**config.mk**
```make
export PLATFORM = sky130hd
export DESIGN_NAME = clst_ram
export DESIGN_NICKNAME = d
export VERILOG_FILES = /design/src/hw/rtl/clst_ram.sv
export SDC_FILE = /design/constraint.sdc
export NUM_CORES = 1
export LEC_CHECK = 0
export ABC_AREA = 1
export CAP_MARGIN = 20
export CORE_MARGIN = 5
export CORE_UTILIZATION = 35
export DETAILED_ROUTE_END_ITERATION = 7
export DONT_BUFFER_PORTS = 1
export HOLD_SLACK_MARGIN = 0.1
export PLACE_DENSITY = 0.52
export SKIP_LAST_GASP = 1
export SYNTH_ARGS = -nofsm -noshare
export SYNTH_HDL_FRONTEND = slang
export SYNTH_SLANG_ARGS = --single-unit
```
**constraint.sdc**
```tcl
create_clock -name clk -period 1.85 [get_ports clk]
set_clock_uncertainty 0.05 [all_clocks]
set_input_delay 0.2775 -clock clk [delete_from_list [all_inputs] [get_ports clk]]
set_output_delay 0.2775 -clock clk [all_outputs]
set_load 0.05 [all_outputs]
```
**src/hw/rtl/clst_ram.sv**
```systemverilog
`default_nettype none
module clst_ram #(
    parameter int WIDTH = 8,
    parameter int DEPTH = 16
) (
    input  wire logic                     clk,
    input  wire logic                     we,
    input  wire logic [$clog2(DEPTH)-1:0] waddr,
    input  wire logic [WIDTH-1:0]         wdata,
    input  wire logic [$clog2(DEPTH)-1:0] raddr,
    output logic      [WIDTH-1:0]         rdata
);
    logic [WIDTH-1:0] mem [DEPTH];

    always_ff @(posedge clk)
    begin
        if (we)
        begin
            mem[waddr] <= wdata;
        end
        rdata <= mem[raddr];
    end
endmodule
`default_nettype wire

```
== Word-level counts from Yosys, hierarchy flattened ==
Memory sizes are Yosys's and may differ from the RTL's. A register that Yosys moved wholly into a read port is not among the register bits.
Index checks and enable logic that the tools add are counted.
Word-level totals
  flip-flop bits (word level): 0
  bits in writable memories: 128
  bits of input ports: 18
  output and inout bits: 8
  memories: 1
Memories
  mem: words 16, bits a word 8, read ports 1, clocked after Yosys merged registers in 1, write ports 1, line 13  | logic [WIDTH-1:0] mem [DEPTH];
Cells by class
  multiplexer cells: 2
Operator list (number)
  2-to-1 mux 1 bit: 2

== Depth between registers and ports, before layout ==
  word-level depth: 2
  mapped depth: 8

== Worst setup path before layout ==
Ideal clock, no wire load.
  path kind: in2reg
  start: in waddr[2]
  end: mem mem[10][0] (enable)
  library setup time: 370 ps
  arrival: 858 ps
  required time: 1430 ps
  path slack: 572 ps
  stages on the path: 2
  buffers on the path: 0
  cells stage by stage: nand3b_1 nor2_1
RTL lines
  start: declaration: line 8  | input wire logic [$clog2(DEPTH)-1:0] waddr,
  end: declaration: line 13
Straight into the memory's write port.

==> flow_summary.toml <==
[critical_path]
r2r_start = "mem[8][7]$_DFFE_PP_"
timing.critical_path.cells = "dlygate4sd3_1 > nand3_1 > dlygate4sd3_1 > nand3_1 > nand2_1"
slowest_stage = "dlygate4sd3_1"
critPathMaxFanout = 11
setup.worst_path.start_class = "input pin"
cp_data_required_time_ns = 2.11
crit_type = "input pin to flop"
max_stage_delay_ns = 0.88
rrSetupSlack_ns = 0.37
crit_path_end_kind = "flop"
crit_start = "raddr[2]"
arrival_ns = 2.00

[power]
power_per_cell_area_mw_per_mm2 = 1088
total_power_mw = 7.373
peakVddDrop_v = 0.0005974
p_leak_nw = 2.873

[route]
via_count = 3782
drt_first_pass_iters = 5
routed_wl_um = 13920
drc = 0
wl_met3_um = 572
wl_met2_um = 6349
drt_iter0_markers = 317
top_layer = "met4"
wl_per_cell_um = 17.14
ant_nets = 0
wl_met1_um = 6716
routed_via_density = 4.658

[die]
start_util = 0.3527
fp.dieW_um = 138.4
placeableCoreArea_mm2 = 0.01635
pin_count = 26
die_h_um = 138.4
num_rows = 47
dieArea_mm2 = 0.01914

[synthesis]
syn_area_per_cell_um2 = 10.47
synth_area_mm2 = 0.005767
ys_types = 12
ys_seq_area_frac = 0.6943
synth_fp_nets = 569
yosysWarnings = 0
yosys-top-cells-count = "nand2_1 (173), edfxtp_1 (128), inv_1 (100)"
synthCells = 551
yosys.area.top_type = "edfxtp_1"
synthFlopType = "edfxtp_1"
synth-edff-count = 128
ys_seq_elements = 136
synth_area_leaders = "edfxtp_1 (67%), nand2_1 (11%), nand3_1 (8.4%)"
synth_top_area_frac = 0.6665
synth.most_common_cell = "nand2_1"
async_flop_share = 0

[cts]
cts-root-buf = "clkbuf_16"
cts_inserted_buffers = 17
cts_resized = 0
cts_tree = "built"
ctsHtreeMaxLevel = 4
cts_setup_buffers = 0
clkSinkCount = 136
postCtsHoldBufs = 13
clock_latency_ns = 0.42
clk_pin_slew_ns = 0.06
cts_buffer_depth = 2

[cells_and_area]
antennaDiodeCount = 0
areaGrowthSynthToFinish_pct = 17.47
final_util = 0.4144
fillers = 1649
drive_above_1_share = 0.08277
finalNetCount = 597

[place]
portBuffers = 0
gp_congestion = 0.8610
dp_hpwl_um = 8655

[timing]
post-route-period-util = 0.9380
slew-limit-headroom = 0.4304
period_minus_slack_ns = 1.735
rsz0062_at_grt = "no"
final-hold-violation-count = 0
setup_tns_ns = 0
maxSlewViolCount = 0
clock.fmax_mhz = 576.3
worstMarginPinSlew_ns = 0.8516
fin_hold_ws_ns = 0.1294
setup_viol = 0

[global_route]
first_global_vias = 3718
grt_max_degree = 66
grt_remaining_overflow = 0
grt_pass1_wl_um = 21890
antenna_found_initial = 0
grt_usage = 0.1508

[min_path]
hp-start = "raddr[2]"
hold_path_class = "input pin to flop"

[run_status]
outcome = "finished clean"

[run]
drv_cap = 0
## flip-flops by register name, indices dropped and copies added (netlist names)
signal	count
rdata	8
mem	128
## logic make-up after synthesis
group / after synthesis / share of synthesized area
flip-flops: 136 / 0.6943
AND/OR/NAND/NOR: 289 / 0.2105
buffers and inverters: 126 / 0.09525
## path summary, 6_finish.rpt
check	end	depth (start not counted)
min reg2reg	rdata[5]$_DFF_P_	6
min	rdata[4]$_DFF_P_	3
max	rdata[0]$_DFF_P_	5
max reg2reg	rdata[7]$_DFF_P_	7
## critical path, delay by kind of cell
family | cells | cell delay (ns)
buf+inv | 2 | 1.45
simple gates | 3 | 0.26
## cell type report
cell class              count  area, um^2  area share
repair buffers             33       292.8     0.04322
well taps                 220       275.3     0.04064
flip-flops and latches    136        4004      0.5911
inverters                 102       382.9     0.05652
multi-input cells         289        1214      0.1792
clock buffers              22       454.2     0.06705
clock inverters            10       151.4     0.02235
## cell usage in the layout, fill, tap and decap left out
cell / n
clkbuf_16: 17
clkinv_2: 4
bufinv_16: 4
edfxtp_1: 128
clkbuf_8: 1
dlygate4sd3_1: 13
nand3b_1: 2
clkinvlp_4: 1
buf_12: 1
inv_1: 100
nand3_1: 97
buf_4: 19
inv_2: 2
clkbuf_1: 4
clkinv_1: 1
nor2_1: 17
nand2_1: 173
dfxtp_1: 8
## where the power goes
| group | total [mW] | internal (mW) | switching, mW |
|---|---|---|---|
| sequential | 3.55 | 3.45 | 0.0976 |
| combinational | 0.362 | 0.116 | 0.246 |
| clock | 3.47 | 2.27 | 1.19 |
| total | 7.37 | 5.84 | 1.54 |
## layer usage
| layer | global-route usage | up-vias |
|---|---|---|
| li1 | - | 1831 |
| met1 | 0.2098 | 1835 |
| met2 | 0.2315 | 95 |
| met3 | 0.03453 | 21 |
| met4 | 0.05668 | 0 |
| met5 | 0 | - |
## per-stage QoR
step                std cells  setup slack (ns)  cell area, um^2
floorplan                 551            0.5717             5767
global placement          767            0.3534             6038
detailed placement        767            0.3505             6038
CTS                       812            0.1323             6774
global route              812           0.07984             6774
finish                    812            0.1147             6774
Note: power is estimated with default switching activity, not from simulation.
