File: src/hw/rtl/clst_pkg.sv
`default_nettype none
package clst_pkg;

    localparam int MAX_DIMS     = 8;
    localparam int MAX_CLUSTERS = 16;
    localparam int TREE_N       = 8;

    localparam int CL_W    = $clog2(MAX_CLUSTERS);
    localparam int NCL_W   = CL_W + 1;
    localparam int DIMS_W  = $clog2(MAX_DIMS) + 1;
    localparam int X_W     = 16;
    localparam int SUM_W   = 26;
    localparam int CNT_W   = 11;
    localparam int M_W     = 28;
    localparam int SQ_W    = 2 * M_W;
    localparam int ACC_W   = SQ_W + $clog2(TREE_N);
    localparam int DIVR_W  = 2 * CNT_W;
    localparam int DELTA_W = 38;
    localparam int DIFF_W  = ACC_W + 2;
    localparam int ROW_W   = MAX_DIMS * SUM_W;
    localparam int CFG_IDX_W  = 4;
    localparam int CFG_DATA_W = 8;

    localparam logic [CFG_IDX_W-1:0] REG_DIMS     = CFG_IDX_W'(0);
    localparam logic [CFG_IDX_W-1:0] REG_CLUSTERS = CFG_IDX_W'(1);

    localparam logic [CNT_W-1:0]  COUNT_MAX      = {CNT_W{1'b1}};
    localparam logic [CNT_W-1:0]  SMALL_LIMIT    = CNT_W'(2);
    localparam logic [DIMS_W-1:0] DIMS_RESET     = DIMS_W'(MAX_DIMS);
    localparam logic [NCL_W-1:0]  CLUSTERS_RESET = NCL_W'(2);

    localparam logic signed [DIFF_W-1:0] DELTA_MAX = DIFF_W'((64'sd1 <<< (DELTA_W - 1)) - 1);
    localparam logic signed [DIFF_W-1:0] DELTA_MIN = -DIFF_W'(64'sd1 <<< (DELTA_W - 1));

    typedef enum logic [3:0] {
        S_IDLE,
        S_ADD_RD,
        S_ADD_WR,
        S_EV_RD,
        S_EV_LANE,
        S_EV_WAIT,
        S_EV_DIV,
        S_EV_NEXT,
        S_EV_DEC,
        S_MV_RD_SRC,
        S_MV_WR_SRC,
        S_MV_RD_DST,
        S_MV_WR_DST,
        S_DONE
    } state_t;

    typedef struct packed {
        logic              start;
        logic [ACC_W-1:0]  dividend;
        logic [DIVR_W-1:0] divisor;
    } div_req_t;

    function automatic logic [DIMS_W-1:0] clamp_dims(input logic [DIMS_W-1:0] raw);
        logic [DIMS_W-1:0] r;
        r = raw;
        if (raw < DIMS_W'(1))
            r = DIMS_W'(1);
        else if (raw > DIMS_W'(MAX_DIMS))
            r = DIMS_W'(MAX_DIMS);
        return r;
    endfunction

    function automatic logic [NCL_W-1:0] clamp_clusters(input logic [NCL_W-1:0] raw);
        logic [NCL_W-1:0] r;
        r = raw;
        if (raw < NCL_W'(2))
            r = NCL_W'(2);
        else if (raw > NCL_W'(MAX_CLUSTERS))
            r = NCL_W'(MAX_CLUSTERS);
        return r;
    endfunction

endpackage
`default_nettype wire

File: src/hw/rtl/clst_lane.sv
`default_nettype none
module clst_lane import clst_pkg::*; (
    input  wire logic                    clk,
    input  wire logic                    rst_n,
    input  wire logic                    go,
    input  wire logic                    en,
    input  wire logic [CNT_W-1:0]        n,
    input  wire logic signed [SUM_W-1:0] s,
    input  wire logic signed [X_W-1:0]   x,
    output logic                         sq_valid,
    output logic [SQ_W-1:0]              sq
);
    logic                  v1_reg;
    logic                  v2_reg;
    logic                  en_reg;
    logic signed [M_W-1:0] m_reg;
    logic signed [M_W-1:0] m_next;
    logic signed [SQ_W-1:0] sq_full;
    logic [SQ_W-1:0]       sq_reg;

    // m = n*x - s, fits in M_W bits for every count and coordinate
    assign m_next = M_W'($signed({{(M_W-CNT_W){1'b0}}, n}) * M_W'(x)) - M_W'(s);
    assign sq_full = SQ_W'(m_reg) * SQ_W'(m_reg);

    always_ff @(posedge clk or negedge rst_n)
    begin
        if (!rst_n)
        begin
            v1_reg <= 1'b0;
            v2_reg <= 1'b0;
        end
        else
        begin
            v1_reg <= go;
            v2_reg <= v1_reg;
        end
    end

    always_ff @(posedge clk)
    begin
        m_reg  <= m_next;
        en_reg <= en;
        sq_reg <= en_reg ? sq_full : '0;
    end

    assign sq_valid = v2_reg;
    assign sq       = sq_reg;
endmodule
`default_nettype wire

File: config.mk
export PLATFORM = sky130hd
export DESIGN_NAME = clst_lane
export DESIGN_NICKNAME = d
export VERILOG_FILES = /design/src/hw/rtl/clst_pkg.sv /design/src/hw/rtl/clst_lane.sv
export SDC_FILE = /design/constraint.sdc
export NUM_CORES = 2
export LEC_CHECK = 0
export BUFFER_PORTS_ARGS = -buffer_cell sky130_fd_sc_hd__buf_2
export CAP_MARGIN = 40
export CORE_ASPECT_RATIO = 0.7
export CORE_UTILIZATION = 40
export DETAILED_ROUTE_END_ITERATION = 16
export SETUP_SLACK_MARGIN = 0.5
export SKIP_CTS_REPAIR_TIMING = 1
export SYNTH_ARGS = -nofsm -noshare
export SYNTH_HDL_FRONTEND = slang
export SYNTH_SLANG_ARGS = --single-unit
File: constraint.sdc
create_clock -name clk -period 20.9 [get_ports clk]
set_input_delay 1.045 -clock clk [delete_from_list [all_inputs] [get_ports clk]]
set_output_delay 1.045 -clock clk [all_outputs]
set_load 0.02 [all_outputs]
* Word-level counts from Yosys, hierarchy flattened
Cells that the tools add are included.
Cells by class: $mul 2, add/sub/neg operators 1
Operator list (number):
- multiplier 28 x 28 -> 56 bit | 1
- multiplier 12 x 16 -> 28 bit | 1
- subtractor 28 x 26 -> 28 bit | 1
Word-level totals: output and inout port bits 57, bits in registers 87

* Logic depth before layout (Yosys ltp)
depth after elaboration 2, mapped depth 30

* Worst setup path after synthesis
No wires, ideal clock.
path type flip-flop to flip-flop, start register m_reg[27], end register sq_reg[54], in the netlist sq[54], stages on the path, launching flop included 30, arrival 7890 ps, library setup time 95 ps, setup slack 12915 ps, buffers on the path 3, required time 20805 ps, clock period less this slack 7985 ps, cell sequence dfxtp_1 clkbuf_1 clkbuf_1 and2_1 fa_1 inv_1 fa_1 inv_1 fa_1 fa_1 inv_1 fa_1 inv_1 fa_1 inv_1 fa_1 inv_1 ha_1 ha_1 clkbuf_1 a21o_1 o21bai_1 a21oi_1 o21ai_0 a21o_1 a21oi_1 nand2_1 a41o_1 mux2_4 o311ai_1
On the way: cells in the longest elaborated chain, start to end 1
RTL lines:
- start, declared | line clst_lane.sv:16 | logic signed [M_W-1:0] m_reg;
- start signal, assigned | line clst_lane.sv:41 | m_reg <= m_next;
- multiplier 28 x 28 -> 56 bit | line clst_lane.sv:23 | assign sq_full = SQ_W'(m_reg) * SQ_W'(m_reg);
- end signal, assigned | line clst_lane.sv:43 | sq_reg <= en_reg ? sq_full : '0;
- end, declared | line clst_lane.sv:19 | logic [SQ_W-1:0] sq_reg;
No other way between the ends. A chain may end at the register's enable or synchronous reset.

* Worst setup path after layout
Ends and elaborated chain as after synthesis.

==> metrics.txt <==
outcome finished, final reports clean; die area a little under 0.09 sq mm; register area share after synthesis 5.00%; H-tree depth 3; synth unique cells between 70 and 80; Root Driver clkbuf_16; Async SR Flop Fraction 2.33%; n_diodes 0; Syn. warnings 0; Clock Latency Late Sink 410 ps; Fin. Hold Viols 0; count of final setup violators 0; Num CTS Buffers 9; vias per cell 4.74; DRC 0; #FFs+latches synth 86; first drt pass iteration count 5; Period minus WS final 8760 ps; GRT overflow 0; pin count of the biggest net entering global routing 55; Setup crit start kind register; clock transition at the registers of the reported paths 80 ps; Largest register FFs 55; Worst EP required 21,220 ps; half-perimeter wire length after placement between 60,000 and 70,000 um; RSZ-0062 raised after global routing no; final slew viol count 0; top cells by area, synth fa_1, inv_1, ha_1; gpl congestion 0.864; nets 4,901; Clock Sinks 86; Achievable Freq ~110 MHz; die width 354 um; Yosys top cell area share 54.4%; IO Count between 100 and 150; Mapped Cells 3,597; vias post-DR 22,629; area delta synth->final 5.96%; Layout fillers ~8,300; Avg Inst Size Synth 9.63 sq um; worst slew pin tran 902 ps; vias in the first global route 25,050; Yosys top cell by area fa_1; layout cell share with drive strength beyond 1 5.34%; WL final around 83,000 um; Max-slew headroom 39.9%; Non-Filler Instances about 4,800; Period Utilization, post-route around two fifths; DRT antenna net count 0; Most used DFF post-synth dfxtp_1; setup TNS 0 ps; Worst EP arrival 9080 ps; Die Y 248 um; number of max-cap violations 0; Max clock buf depth 2; Post-synth top cells inv_1, fa_1, nand2_1; Starting Density 40.7%; initial antenna violation count 1; Post-synth EDFFs 0; path type of the worst setup path register to register; placed instance count 4,756; most common cell in the netlist inv_1; # rows 89; drt wl/cell 17.4 um; critical path fanouts, max 54; mapped cell area 0.0346 sq mm; syn nets 4,868; Core ar. 0.0850 sq mm; clock skew 11.6 ps; DRT iter0 DRCs 1,333; CTS tree done; All-Layer GR Usage 20.4%; input/output buffers around 110; CP Capture Type register; Hold WC Path Type register to register; first-pass GRT wire length 138,000 um
-- metrics by stage --
step           hold WS, ps  worst slack, ps  utilization [%]  area (sq um)
6_report               356            12140             43.2         36700
5_1_grt                368            11670             43.2         36700
4_1_cts                357            12170             43.2         36700
3_5_place_dp           340            12250             42.8         36400
3_3_place_gp           332            12350             42.8         36400
2_1_floorplan          331            12910                -         34600
-- logic make-up (layout without fill, tap and decap cells) --
logic type	count (synthesis)	in the layout	synth area share, %
adders and majority gates	1214	1214	64.3
buffers and inverters	1197	1235	13.0
and+or+nand+nor	783	783	11.0
AOI/OAI and AO/OA	216	216	4.19
xor gates and xnor gates	93	93	2.35
DFF	86	86	5.00
muxes	7	7	0.220
other	1	1	0.0108
-- placed cells by master, fill, tap and decap left out, drive strengths merged, types with 4 or more instances in the layout --
cell type,n
inv,1082
fa,940
nand2,358
ha,274
and2,233
buf,140
nor2,86
dfxtp,84
a21oi,74
xnor2,58
a21o,44
o21ai,38
xor2,35
nor2b,24
nand2b,18
nand4,13
nand3,12
o21bai,11
clkbuf,9
a211oi,9
and3,8
nor3,8
mux2i,5
a31oi,5
or3,4
a31o,4
o22ai,4
nor3b,4
-- final cells by class --
cell class              instances  area, sq um  share of cell area, %
multi-input cells            2314        28400                   77.4
inverters                    1079         4050                   11.0
flip-flops and latches         86         1740                   4.74
well taps                    1137         1420                   3.88
repair buffers                140          771                   2.10
clock buffers                   9          225                  0.614
clock inverters                 7         81.3                  0.222
-- layer usage --
| layer | GRT usage (%) | routed length [um] | vias to the layer above |
|---|---|---|---|
| met1 | 30.5 | 40300 | 11560 |
| li1 | - | - | 10370 |
| met2 | 30.2 | 35300 | 628 |
| met4 | 3.92 | 1370 | 2 |
| met5 | 0 | 8 | - |
| met3 | 4.72 | 6290 | 69 |
-- final timing paths --
check | from | endpoint | slack [ps] | depth (start not counted)
setup / recovery | m_reg[27] | sq[54] | 12140 | 27
hold / removal | v1_reg | sq_valid | 360 | 0
setup reg to reg | m_reg[27] | sq[54] | 12140 | 27
hold reg to reg | v1_reg | sq_valid | 360 | 0
max in group asynchronous | rst_n | sq_valid | 20400 | 1
min in group asynchronous | rst_n | v1_reg | 400 | 1
-- worst max-delay path, stage by stage, from the launching register on --
cell and delay, ps:
dfxtp_2 320, buf_4 460, and2_1 330, fa_1 430, inv_1 250, fa_1 470, inv_1 220, fa_1 500
fa_1 940, inv_1 410, fa_1 590, inv_1 60, fa_1 550, inv_1 50, fa_1 480, inv_1 50
ha_1 270, ha_1 370, a21o_1 210, o21bai_1 160, a21oi_1 160, o21ai_0 110, a21o_1 210, a21oi_1 200
nand2_1 130, a41o_1 310, mux2_4 310, o311ai_1 80
Power is not shown: default switching activity piles up to over one toggle a cycle in this logic, so the estimate is an artifact.
