`config.mk`:
```
export PLATFORM = sky130hd
export DESIGN_NAME = clst_div
export DESIGN_NICKNAME = d
export VERILOG_FILES = /design/src/hw/rtl/clst_pkg.sv /design/src/hw/rtl/clst_div.sv
export SDC_FILE = /design/constraint.sdc
export NUM_CORES = 1
export LEC_CHECK = 0
export BUFFER_PORTS_ARGS = -buffer_cell sky130_fd_sc_hd__buf_2
export CORE_MARGIN = 4
export CORE_UTILIZATION = 35
export CTS_CLUSTER_SIZE = 14
export DETAILED_ROUTE_END_ITERATION = 6
export HOLD_SLACK_MARGIN = 0.06
export PLACE_DENSITY = 0.54
export RECOVER_POWER = 50
export SLEW_MARGIN = 10
export SYNTH_ARGS = -nofsm -noshare
export SYNTH_HDL_FRONTEND = slang
export SYNTH_SLANG_ARGS = --single-unit
```
`constraint.sdc`:
```
create_clock -name clk -period 7.8 [get_ports clk]
set_clock_uncertainty 0.05 [all_clocks]
set_input_delay 0.78 -clock clk [delete_from_list [all_inputs] [get_ports clk]]
set_output_delay 0.78 -clock clk [all_outputs]
set_load 0.05 [all_outputs]
```
`src/hw/rtl/clst_pkg.sv`:
```
`default_nettype none
package clst_pkg;

    localparam int MAX_DIMS     = 8;
    localparam int MAX_CLUSTERS = 16;
    localparam int TREE_N       = 8;

    localparam int CL_W    = $clog2(MAX_CLUSTERS);
    localparam int NCL_W   = CL_W + 1;
    localparam int DIMS_W  = $clog2(MAX_DIMS) + 1;
    localparam int X_W     = 16;
    localparam int SUM_W   = 26;
    localparam int CNT_W   = 11;
    localparam int M_W     = 28;
    localparam int SQ_W    = 2 * M_W;
    localparam int ACC_W   = SQ_W + $clog2(TREE_N);
    localparam int DIVR_W  = 2 * CNT_W;
    localparam int DELTA_W = 38;
    localparam int DIFF_W  = ACC_W + 2;
    localparam int ROW_W   = MAX_DIMS * SUM_W;
    localparam int CFG_IDX_W  = 4;
    localparam int CFG_DATA_W = 8;

    localparam logic [CFG_IDX_W-1:0] REG_DIMS     = CFG_IDX_W'(0);
    localparam logic [CFG_IDX_W-1:0] REG_CLUSTERS = CFG_IDX_W'(1);

    localparam logic [CNT_W-1:0]  COUNT_MAX      = {CNT_W{1'b1}};
    localparam logic [CNT_W-1:0]  SMALL_LIMIT    = CNT_W'(2);
    localparam logic [DIMS_W-1:0] DIMS_RESET     = DIMS_W'(MAX_DIMS);
    localparam logic [NCL_W-1:0]  CLUSTERS_RESET = NCL_W'(2);

    localparam logic signed [DIFF_W-1:0] DELTA_MAX = DIFF_W'((64'sd1 <<< (DELTA_W - 1)) - 1);
    localparam logic signed [DIFF_W-1:0] DELTA_MIN = -DIFF_W'(64'sd1 <<< (DELTA_W - 1));

    typedef enum logic [3:0] {
        S_IDLE,
        S_ADD_RD,
        S_ADD_WR,
        S_EV_RD,
        S_EV_LANE,
        S_EV_WAIT,
        S_EV_DIV,
        S_EV_NEXT,
        S_EV_DEC,
        S_MV_RD_SRC,
        S_MV_WR_SRC,
        S_MV_RD_DST,
        S_MV_WR_DST,
        S_DONE
    } state_t;

    typedef struct packed {
        logic              start;
        logic [ACC_W-1:0]  dividend;
        logic [DIVR_W-1:0] divisor;
    } div_req_t;

    function automatic logic [DIMS_W-1:0] clamp_dims(input logic [DIMS_W-1:0] raw);
        logic [DIMS_W-1:0] r;
        r = raw;
        if (raw < DIMS_W'(1))
            r = DIMS_W'(1);
        else if (raw > DIMS_W'(MAX_DIMS))
            r = DIMS_W'(MAX_DIMS);
        return r;
    endfunction

    function automatic logic [NCL_W-1:0] clamp_clusters(input logic [NCL_W-1:0] raw);
        logic [NCL_W-1:0] r;
        r = raw;
        if (raw < NCL_W'(2))
            r = NCL_W'(2);
        else if (raw > NCL_W'(MAX_CLUSTERS))
            r = NCL_W'(MAX_CLUSTERS);
        return r;
    endfunction

endpackage
`default_nettype wire

```
`src/hw/rtl/clst_div.sv`:
```
`default_nettype none
module clst_div import clst_pkg::*; (
    input  wire logic        clk,
    input  wire logic        rst_n,
    input  wire div_req_t    rq,
    output logic             done,
    output logic [ACC_W-1:0] quot
);
    localparam int CW = $clog2(ACC_W + 1);

    logic              run_reg;
    logic              done_reg;
    logic [CW-1:0]     cnt_reg;
    logic [DIVR_W-1:0] rem_reg;
    logic [ACC_W-1:0]  quo_reg;
    logic [DIVR_W-1:0] dvs_reg;
    logic [DIVR_W:0]   rem_sh;
    logic [DIVR_W:0]   rem_sub;
    logic              fits;

    // restoring division, one quotient bit per cycle
    assign rem_sh  = {rem_reg, quo_reg[ACC_W-1]};
    assign rem_sub = rem_sh - {1'b0, dvs_reg};
    assign fits    = rem_sh >= {1'b0, dvs_reg};

    always_ff @(posedge clk or negedge rst_n)
    begin
        if (!rst_n)
        begin
            run_reg  <= 1'b0;
            done_reg <= 1'b0;
            cnt_reg  <= '0;
        end
        else
        begin
            done_reg <= 1'b0;
            if (rq.start)
            begin
                run_reg <= 1'b1;
                cnt_reg <= CW'(ACC_W);
            end
            else if (run_reg)
            begin
                cnt_reg <= cnt_reg - CW'(1);
                if (cnt_reg == CW'(1))
                begin
                    run_reg  <= 1'b0;
                    done_reg <= 1'b1;
                end
            end
        end
    end

    always_ff @(posedge clk)
    begin
        if (rq.start)
        begin
            rem_reg <= '0;
            quo_reg <= rq.dividend;
            dvs_reg <= rq.divisor;
        end
        else if (run_reg)
        begin
            rem_reg <= fits ? rem_sub[DIVR_W-1:0] : rem_sh[DIVR_W-1:0];
            quo_reg <= {quo_reg[ACC_W-2:0], fits};
        end
    end

    assign done = done_reg;
    assign quot = quo_reg;
endmodule
`default_nettype wire

```
# Word level (Yosys, flattened, before mapping)
# Index checks and enable logic that the tools add are counted.
# classes
n_mux	11
eq_ne	1
magnitude_cmp	1
n_addsub	2
n_reduce_logical	1
# ops
operator	count
two-way mux 59 bit	2
>= comparator 23 x 22 -> 1 bit	1
two-way mux 22 bit	1
subtractor 22 bit	1
two-way mux 6 bit	2
== test 6 x 1 -> 1 bit, second input constant	1
two-way mux 1 bit	6
subtractor 6 x 1 -> 6 bit, second input constant	1
nonzero test 2 bit	1
# totals
reg_bits	111
inputBits	84
output_inout_bits	60
elab_cells	22

# Logic depth before layout (Yosys ltp)
# Gate-level depths: netlist of the first run.
# depth
ltp_word	4
mapped_depth	12
ltp_nobuf	12

# Least setup slack after synthesis of the first run
# OpenSTA, ideal clock, no wires.
# synth_path
path_kind	register -> register
start	register quo_reg[58], in the netlist quot[58]
end	register rem_reg[18]
arrival_ns	3.045
setup_ns	0.088
path_slack_ns	4.618
required_ns	7.662
synth_period_minus_slack_ns	3.182
stages_incl_launch_ff	13
path_buffers	0
cell_sequence	edfxtp_1 > inv_1 > ha_1 > inv_1 > fa_1 > a211oi_1 > o211ai_1 > a21boi_1 > o31ai_2 > a41oi_1 > mux2_1 > and3_1 > nor4_2
# synth_via
elab_chain_len	2
elab_cells_between_ends	3
cone_classes	add/sub (1); order compare (1); mux (1)
# synth_lines
element	line_no	rtl
start: declaration	clst_div.sv:15	logic [ACC_W-1:0] quo_reg;
start signal: assignment	clst_div.sv:59	quo_reg <= rq.dividend;
start signal: assignment	clst_div.sv:65	quo_reg <= {quo_reg[ACC_W-2:0], fits};
subtractor 22 bit / >= comparator 23 x 22 -> 1 bit (equally long branches)	clst_div.sv:23, clst_div.sv:24	
two-way mux 22 bit *	clst_div.sv:64	rem_reg <= fits ? rem_sub[DIVR_W-1:0] : rem_sh[DIVR_W-1:0];
end signal: assignment	clst_div.sv:64	
end: declaration	clst_div.sv:14	logic [DIVR_W-1:0] rem_reg;
# Mark *: on every way between the ends. The rest lies on a longest branch, timed or not.
# A chain may end at the register's enable or synchronous reset.

==> flow_summary.yaml, run 1 <==
outcome:
  status: "finished, violations left"
  failed_checks: "max-capacitance violations, max-slew violations"
timing:
  rsz0062_at_grt: "no"
  worst_pin_slew_ns: 2.24
  final_hold_viol_count: 0
  slew_headroom: -0.495
  report.final.setup_viol: 0
  period_share: 0.522
  min_period_ns: 4.07
  slew_viol_final: 43
  timing.fmax_ghz: 0.245
  fin_setup_tns_ns: 0
finish:
  multi_input_area_um2: 2390
  antenna_cells: 0
  final_cell_area_um2: 6800
  areaGrowthSynthToFinish_pct: 20.0
  largest_reg_flops: 59
  final_nets: 703
  drive_gt1_frac: 0.284
  fillerInstances: 1600
  seqCellArea_um2: 3070
  final_util: 0.428
global_routing:
  grt_max_degree: 65
  grt_util_met3: 0.0687
  use_met1: 0.190
  antenna_found_initial: 0
  grt_pass1_vias: 4145
  grtUsageTotal: 0.146
  grt_pass1_wl_um: 21300
  grt-busiest-layer: "met2"
  use_met2: 0.218
  grt_overflow: 0
clock_tree:
  h-tree-depth: 3
  clk_latency_ns: 0.36
  cts_hold_buf: 0
  numCtsBuffers: 9
  root_buffer: "clkbuf_16"
  post_cts_buffers: 0
  cts.sinks: 111
  cts_buffer_depth: 2
  cts_resized: 0
  cts_tree: "done"
  clkSlewWorstSetupHoldPaths_ns: 0.08
logic_synthesis:
  yosys_warnings: 0
  synthesis.nets: 568
  synth_seq_cells: 111
  netlist.area_leader.share: 0.429
  synthTopCellsByArea: "edfxtp_1 43%, mux2_2 12%, dfxtp_1 7.8%, ha_1 5.3%, dfrtp_1 3.5%"
  yosys.area.top_type: "edfxtp_1"
  avgSynthCellArea_um2: 12.3
  synthCells: 459
  synthesis.area_um2: 5670
  ys.flop_type: "edfxtp_1"
  synth_edf_count: 81
  ys_types: 57
  async_flop_share: 0.0721
  ys_seq_area_frac: 0.542
drt:
  drc: 0
  ant_nets: 0
  drt-initial-drc-count: 187
  viasPerCell: 4.85
  first_pass_iters: 4
  num_vias: 3950
  wl_per_cell_um: 15.7
  drt-total-wl_um: 12800
critical_path:
  crit_path_end_kind: "flop"
  max_stage_delay_ns: 1.56
  cp_data_required_time_ns: 8.00
  critPathSlowestCell: "clkbuf_1"
  path_max_fanout: 64
  startpoint: "rq[81]"
  critPathLaunchType: "input port"
  crit_type: "in2reg"
  path_cells: "clkbuf_1, buf_4, clkinv_1, and3_1, a211o_1"
  r2r_start: "quot[58]"
  crit_arrival_ns: 4.27
floorplanning:
  initial_core_util: 0.357
  fp.dieArea_um2: 18300
  rows: 46
  design.core.area_um2: 15900
  fp.dieH_um: 135
  io_pins: 144
  die_w_um: 135
placement:
  portBuffers: 143
  dp_hpwl_um: 9170
  place_congestion: 0.803
  place_area_um2: 6590
power_and_ir_drop:
  ir_drop_mv: 0.138
  powerDensity_nw_per_um2: 305
  swShare: 0.382
  combPwrFrac: 0.392
  leakage_nw: 2.75
  power.switching_w: 0.000791
  clkPwrFrac: 0.220
  power.share.sequential: 0.388
  p_int_w: 0.00128
job:
  cap_violations: 1
worst_hold_path:
  hold_path.class: "in2async"
==> routing by layer <==
metal  part of all wire  vias up
met5                  0        -
met4              0.012        0
met3              0.093       11
met2               0.44      119
met1               0.45     1840
li1                   -     1980
==> cells by family (layout without fill, tap and decap cells) <==
group                    count (synthesis)  in the layout  share of synthesized area
AO/OA/AOI/OAI                           91             91                      0.115
XOR/XNOR                                21             21                     0.0325
adder cells (fa/ha/maj)                 25             25                     0.0565
buffers and inverters                   53            193                     0.0360
flip-flops                             111            111                      0.542
multiplexers                            73             73                      0.142
AND/OR/NAND/NOR                         85             85                     0.0753
==> cells in the final DEF, fill, tap and decap left out, types with 10 or more instances in the layout <==
cell	instances
a211oi_1	15
mux2i_1	13
clkbuf_1	62
o21ai_0	12
xnor2_1	16
dfxtp_1	22
nor2_1	27
nand3_1	10
a21oi_1	21
edfxtp_1	81
buf_2	81
inv_1	30
mux2_2	59
ha_1	24
nand2_1	19
==> power by group through the flow <==
| stage | sequential [W] | combinational (W) | clock (W) |
|---|---|---|---|
| finish | 0.000804 | 0.000812 | 0.000457 |
| global route | 0.000819 | 0.000900 | 0.000501 |
| CTS | 0.000804 | 0.000832 | 0.000473 |
| detailed placement | 0.000814 | 0.000828 | 0 |
| global placement | 0.000814 | 0.000823 | 0 |
| floorplan | 0.000928 | 0.000537 | 0 |
==> stage by stage <==
| stage | total power [W] | cells | hold slack [ns] | worst slack [ns] |
|---|---|---|---|---|
| 6_report | 0.00207 | 815 | 0.290 | 3.73 |
| 5_1_grt | 0.00222 | 815 | 0.312 | 3.32 |
| 4_1_cts | 0.00211 | 815 | 0.195 | 4.53 |
| 3_5_place_dp | 0.00164 | 799 | 0.434 | 4.51 |
| 3_3_place_gp | 0.00164 | 799 | 0.429 | 4.62 |
| 2_1_floorplan | 0.00147 | 459 | 0.413 | 4.62 |
==> worst max-delay path, delay by kind of cell <==
kind                   cells  cell delay [ns]
buffers and inverters      3             2.87
and+or+nand+nor            1             0.30
AOI/OAI and AO/OA          1             0.30
==> path summary, 6_finish.rpt <==
kind	end	slack, ns	depth (start not counted)
worst min-delay path	cnt_reg[4]	0.29	1
worst max register to register	rem_reg[18]	4.60	12
worst min register to register	rem_reg[2]	0.44	2
min in group clk	rem_reg[2]	0.44	2
max in group asynchronous	run_reg	7.07	1
worst max-delay path	rem_reg[20]	3.73	5
==> layout make-up <==
cell class,count,area share
flip-flops and latches,111,0.452
multi-input cells,295,0.351
repair buffers,145,0.0960
well taps,216,0.0397
clock buffers,9,0.0331
inverters,32,0.0177
clock inverters,7,0.0103
==> cells in the mapped netlist, drive strengths merged (4+ instances only) <==
library cell,instances
o211ai,5
xnor2,16
xor2,5
mux2,60
clkbuf,19
nand3,10
nand2b,5
nor3,4
a21o,9
a311oi,4
dfrtp,8
nor2,27
o21ai,17
dfxtp,22
mux2i,13
a211oi,16
ha,24
edfxtp,81
a21oi,21
inv,31
or3,5
nand2,20
No activity file was read; power rests on OpenSTA's default activity.
==> run 2: changes to the inputs <==
- clock period: 7.8 -> 4.18 ns (I/O delays scaled with it)
==> run 2 against run 1 <==
- the flow still finishes with violations (max-capacitance violations, max-slew violations)
- non-clock buffer count grew 2
- total power grew 87%
- sequential power grew 87%
- global-route usage grew 0.16 points
==> flow_summary.yaml, run 2 (synthesis results as in run 1) <==
clock_tree:
  root_buffer: "clkbuf_16"
  numCtsBuffers: 9
  clkSlewWorstSetupHoldPaths_ns: 0.08
  cts_tree: "done"
  cts_buffer_depth: 2
  post_cts_buffers: 0
  h-tree-depth: 3
  cts_resized: 0
  cts.sinks: 111
  clk_latency_ns: 0.36
timing:
  final_hold_viol_count: 0
  slew_headroom: -0.0760
  rsz0062_at_grt: "no"
  fin_setup_tns_ns: 0
  whs_ns: 0.181
  slew_viol_final: 66
  period_share: 0.774
  min_period_ns: 3.24
  timing.fmax_ghz: 0.309
  report.final.setup_viol: 0
  worst_pin_slew_ns: 1.61
finish:
  largest_reg_flops: 59
  final_cell_area_um2: 6830
  final_nets: 705
  layout.cells.non_filler: 817
  antenna_cells: 0
  areaGrowthSynthToFinish_pct: 20.6
  drive_gt1_frac: 0.303
  layout_common_cells: "92 x buf_2, 81 x edfxtp_1, 59 x mux2_2, 50 x clkbuf_1, 30 x inv_1"
  final_common_cell: "buf_2"
  final_util: 0.430
critical_path:
  path_cells: "inv_1, ha_1, inv_1, fa_1, a211oi_1, o211ai_1, a21boi_1, o31ai_2, a41oi_1, mux2_1, and3_1, nor4_2"
  regToRegSetupSlack_ns: 0.94
  reg2reg_depth: 12
  max_stage_delay_ns: 0.43
  critPathLaunchType: "flop"
  r2r_start: "quot[58]"
  crit_type: "reg2reg"
  crit_path_end_kind: "flop"
  regToRegEndpoint: "rem_reg[18]"
  path_max_fanout: 4
  cp_common_cell: "inv_1"
  path_buf_inv: 2
  critPathTopFamily: "compound AO/OA/AOI/OAI gates"
  cp_data_required_time_ns: 4.41
  crit_arrival_ns: 3.46
  critPathSlowestCell: "edfxtp_1"
drt:
  first_pass_iters: 4
  drt-initial-drc-count: 173
  drt-total-wl_um: 12800
  drc: 0
  viasPerCell: 4.85
  num_vias: 3965
  ant_nets: 0
  wl_per_cell_um: 15.6
power_and_ir_drop:
  p_int_w: 0.00240
  swShare: 0.380
  ir_drop_mv: 0.241
  leakage_nw: 2.80
  combPwrFrac: 0.393
  powerDensity_nw_per_um2: 567
  clkPwrFrac: 0.220
  power.share.sequential: 0.387
  power.switching_w: 0.00147
placement:
  dpl.cell_count: 800
  place_area_um2: 6590
  portBuffers: 143
  dp_hpwl_um: 9170
  place_congestion: 0.778
worst_hold_path:
  hold_depth: 1
  hold_path_end: "dvs_reg[6]"
  hold_path.class: "in2reg"
  hp-start: "rq[6]"
global_routing:
  grt_pass1_vias: 4254
  grt_pass1_wl_um: 21500
  grt_max_degree: 66
  grtUsageTotal: 0.147
  antenna_found_initial: 1
  grt_overflow: 0
floorplanning:
  die_w_um: 135
  fp.dieH_um: 135
  io_pins: 144
  fp.dieArea_um2: 18300
  rows: 46
  initial_core_util: 0.357
  design.core.area_um2: 15900
outcome:
  failed_checks: "max-capacitance violations, max-slew violations"
  status: "finished, violations left"
job:
  cap_violations: 1
==> run 2: cell types whose count changed in the layout (fill, tap and decap cells not counted), sizes merged <==
cell         delta
buf            +12
inv             +2
clkinv          -1
clkbuf         -11
clkinvlp        -1
dlygate4sd3     +1
==> run 2: metrics by stage <==
stage                     total power, W  setup slack (ns)
final                            0.00387             0.944
after detailed placement         0.00306             0.965
after CTS                        0.00394             0.917
after global routing             0.00415             0.725
after floorplan                  0.00274             0.998
after global placement           0.00305              1.04
==> run 2: layout make-up <==
class                   count  area (um2)
inverters                  32         120
well taps                 216         270
clock buffers               9         225
fillers                  1615        9050
flip-flops and latches    111        3070
repair buffers            147         686
clock inverters             7        67.6
multi-input cells         295        2390
==> run 2: repair_timing <==
action                                  4_1_cts  5_1_grt
hold buffers                                  1        0
hold endpoints to repair                      8        0
endpoints found under the setup margin        0        0
==> run 2: worst max path at each step <==
stage	startpoint	depth (start not counted)	endpoint
floorplan	quot[58]	12	rem_reg[18]
global placement	quot[58]	12	rem_reg[18]
detailed placement	quot[58]	12	rem_reg[18]
CTS	quot[58]	12	rem_reg[18]
global route	quot[58]	12	rem_reg[18]
finish	quot[58]	12	rem_reg[18]
==> run 2: metal layers <==
layer / global-route usage / up-vias / wire, um
met5: 0 / - / 13
met4: 0.0470 / 2 / 165
met3: 0.0665 / 12 / 1210
met2: 0.222 / 120 / 5660
met1: 0.190 / 1848 / 5710
li1: - / 1983 / -
==> run 2: power by group through the flow <==
stage	combinational [W]	sequential, W	clock, W
2_1_floorplan	0.00100	0.00173	0
3_3_place_gp	0.00153	0.00152	0
3_5_place_dp	0.00154	0.00152	0
4_1_cts	0.00155	0.00150	0.000888
5_1_grt	0.00169	0.00153	0.000932
6_report	0.00152	0.00150	0.000852
==> run 3: changes to the inputs <==
- clock period: 4.18 -> 3.19 ns (I/O delays scaled with it)
==> run 3 against run 2 <==
- the flow now finishes without violations
- sequential share of layout area fell by 0.37 points
- combinational power rose by 36%
- sequential power rose by 31%
- clock power rose by 30%
- flip-flop and latch count did not move
- worst hold slack got worse by 0.092 ns
- setup slack got worse by 0.77 ns
- critical path depth did not move
- critical path type unchanged
- critical endpoint unchanged
==> flow_summary.yaml, run 3 (synthesis results as in run 1) <==
outcome:
  status: "complete, no violations"
power_and_ir_drop:
  ir_drop_mv: 0.282
  powerDensity_nw_per_um2: 747
  leakage_nw: 2.81
drt:
  first_pass_iters: 4
  drc: 0
  viasPerCell: 4.87
  ant_nets: 0
  num_vias: 4005
  wl_per_cell_um: 15.7
  drt-initial-drc-count: 173
  drt-total-wl_um: 12900
timing:
  fin_setup_tns_ns: 0
  fin_ws_ns: 0.174
  slew_viol_final: 0
  slew_headroom: 0.0440
  timing.fmax_ghz: 0.332
  worst_pin_slew_ns: 1.43
  min_period_ns: 3.02
  whs_ns: 0.0898
  report.final.setup_viol: 0
  period_share: 0.946
  rsz0062_at_grt: "no"
  final_hold_viol_count: 0
placement:
  dp_hpwl_um: 9400
  place_congestion: 0.790
  pre_cts_slack_ns: -0.0176
  dpl.cell_count: 804
  portBuffers: 143
global_routing:
  grt_max_degree: 60
  grt_pass1_vias: 4276
  grtUsageTotal: 0.145
  antenna_found_initial: 1
  grt_pass1_wl_um: 21400
  grt_overflow: 0
critical_path:
  cp_data_required_time_ns: 3.41
  regToRegEndpoint: "rem_reg[18]"
  worstSetupEndpoint: "rem_reg[18]"
  startpoint: "quot[58]"
  cp_common_cell: "inv_1"
  critPathTopFamily: "compound AO/OA/AOI/OAI gates"
  path_buf_inv: 2
  crit_path_end_kind: "flop"
  crit_type: "reg2reg"
  reg2reg_depth: 12
  critPathLaunchType: "flop"
  regToRegSetupSlack_ns: 0.17
  path_cells: "inv_1, ha_1, inv_1, fa_2, a211oi_2, o211ai_1, a21boi_2, o31ai_2, a41oi_2, mux2_1, and3_1, nor4_2"
  path_depth: 12
  r2r_start: "quot[58]"
  critPathSlowestCell: "edfxtp_1"
  max_stage_delay_ns: 0.42
  path_max_fanout: 3
  crit_arrival_ns: 3.23
floorplanning:
  design.core.area_um2: 15900
  fp.dieArea_um2: 18300
  io_pins: 144
  initial_core_util: 0.357
  rows: 46
  fp.dieH_um: 135
  die_w_um: 135
finish:
  layout_common_cells: "88 x buf_2, 81 x edfxtp_1, 59 x mux2_2, 55 x clkbuf_1, 30 x inv_1"
  largest_reg_flops: 59
  final_nets: 710
  final_util: 0.434
  areaGrowthSynthToFinish_pct: 21.6
  drive_gt1_frac: 0.307
  final_common_cell: "buf_2"
  antenna_cells: 0
  layout.cells.non_filler: 822
  fillerInstances: 1574
clock_tree:
  numCtsBuffers: 9
  cts_tree: "done"
  cts_buffer_depth: 2
  h-tree-depth: 3
  clk_latency_ns: 0.35
  root_buffer: "clkbuf_16"
  cts.sinks: 111
  clkSlewWorstSetupHoldPaths_ns: 0.08
worst_hold_path:
  hp-start: "rq[19]"
  hold_path.class: "in2reg"
job:
  cap_violations: 0
run 3: timing repair:
action / in CTS / in global routing
endpoints found under the hold margin: 8 / 0
pin swaps: 0 / 1
setup buffers: 0 / 1
gates resized for setup: 1 / 3
hold buffers: 1 / 0
endpoints found under the setup margin: 1 / 1
run 3: worst min path at each step:
stage | cells after the start | endpoint | slack [ns]
detailed placement | 1 | done | 0.13
CTS | 1 | dvs_reg[4] | 0.07
floorplan | 0 | cnt_reg[0] | -0.03
global placement | 1 | done | 0.12
finish | 1 | dvs_reg[19] | 0.09
global route | 1 | dvs_reg[21] | 0.07
run 3: per-stage QoR:
step	cell area, um2	total power (W)
2_1_floorplan	5670	0.00358
3_3_place_gp	6640	0.00404
3_5_place_dp	6640	0.00405
4_1_cts	6940	0.00520
5_1_grt	6890	0.00551
6_report	6890	0.00515
run 3: routing by layer:
layer,GRT usage,vias up,wire [um]
met1,0.180,1887,5730
met2,0.230,113,5850
met5,0,-,12
met4,0.0370,2,146
li1,-,1991,-
met3,0.0684,12,1180
run 3: worst register-to-register path, delay by kind of cell, from the launching register on:
kind                       cells  cell delay [ns]
and+or+nand+nor                2             0.45
adders and majority gates      2             0.53
AOI/OAI and AO/OA              5             1.00
DFF                            1             0.42
muxes                          1             0.35
buffers and inverters          2             0.14
run 3: power breakdown:
group	internal, W	leakage [nW]	total [W]	switching, W
Combinational	0.000844	1.57	0.00207	0.00123
Sequential	0.00180	1.10	0.00196	0.000163
Clock	0.000548	0.140	0.00111	0.000563
run 3: final cells by class:
cell class / count / area, um2 / area share
well taps: 216 / 270 / 0.0392
flip-flops and latches: 111 / 3070 / 0.446
repair buffers: 152 / 727 / 0.106
multi-input cells: 295 / 2410 / 0.350
clock inverters: 7 / 63.8 / 0.00926
inverters: 32 / 120 / 0.0174
clock buffers: 9 / 225 / 0.0327
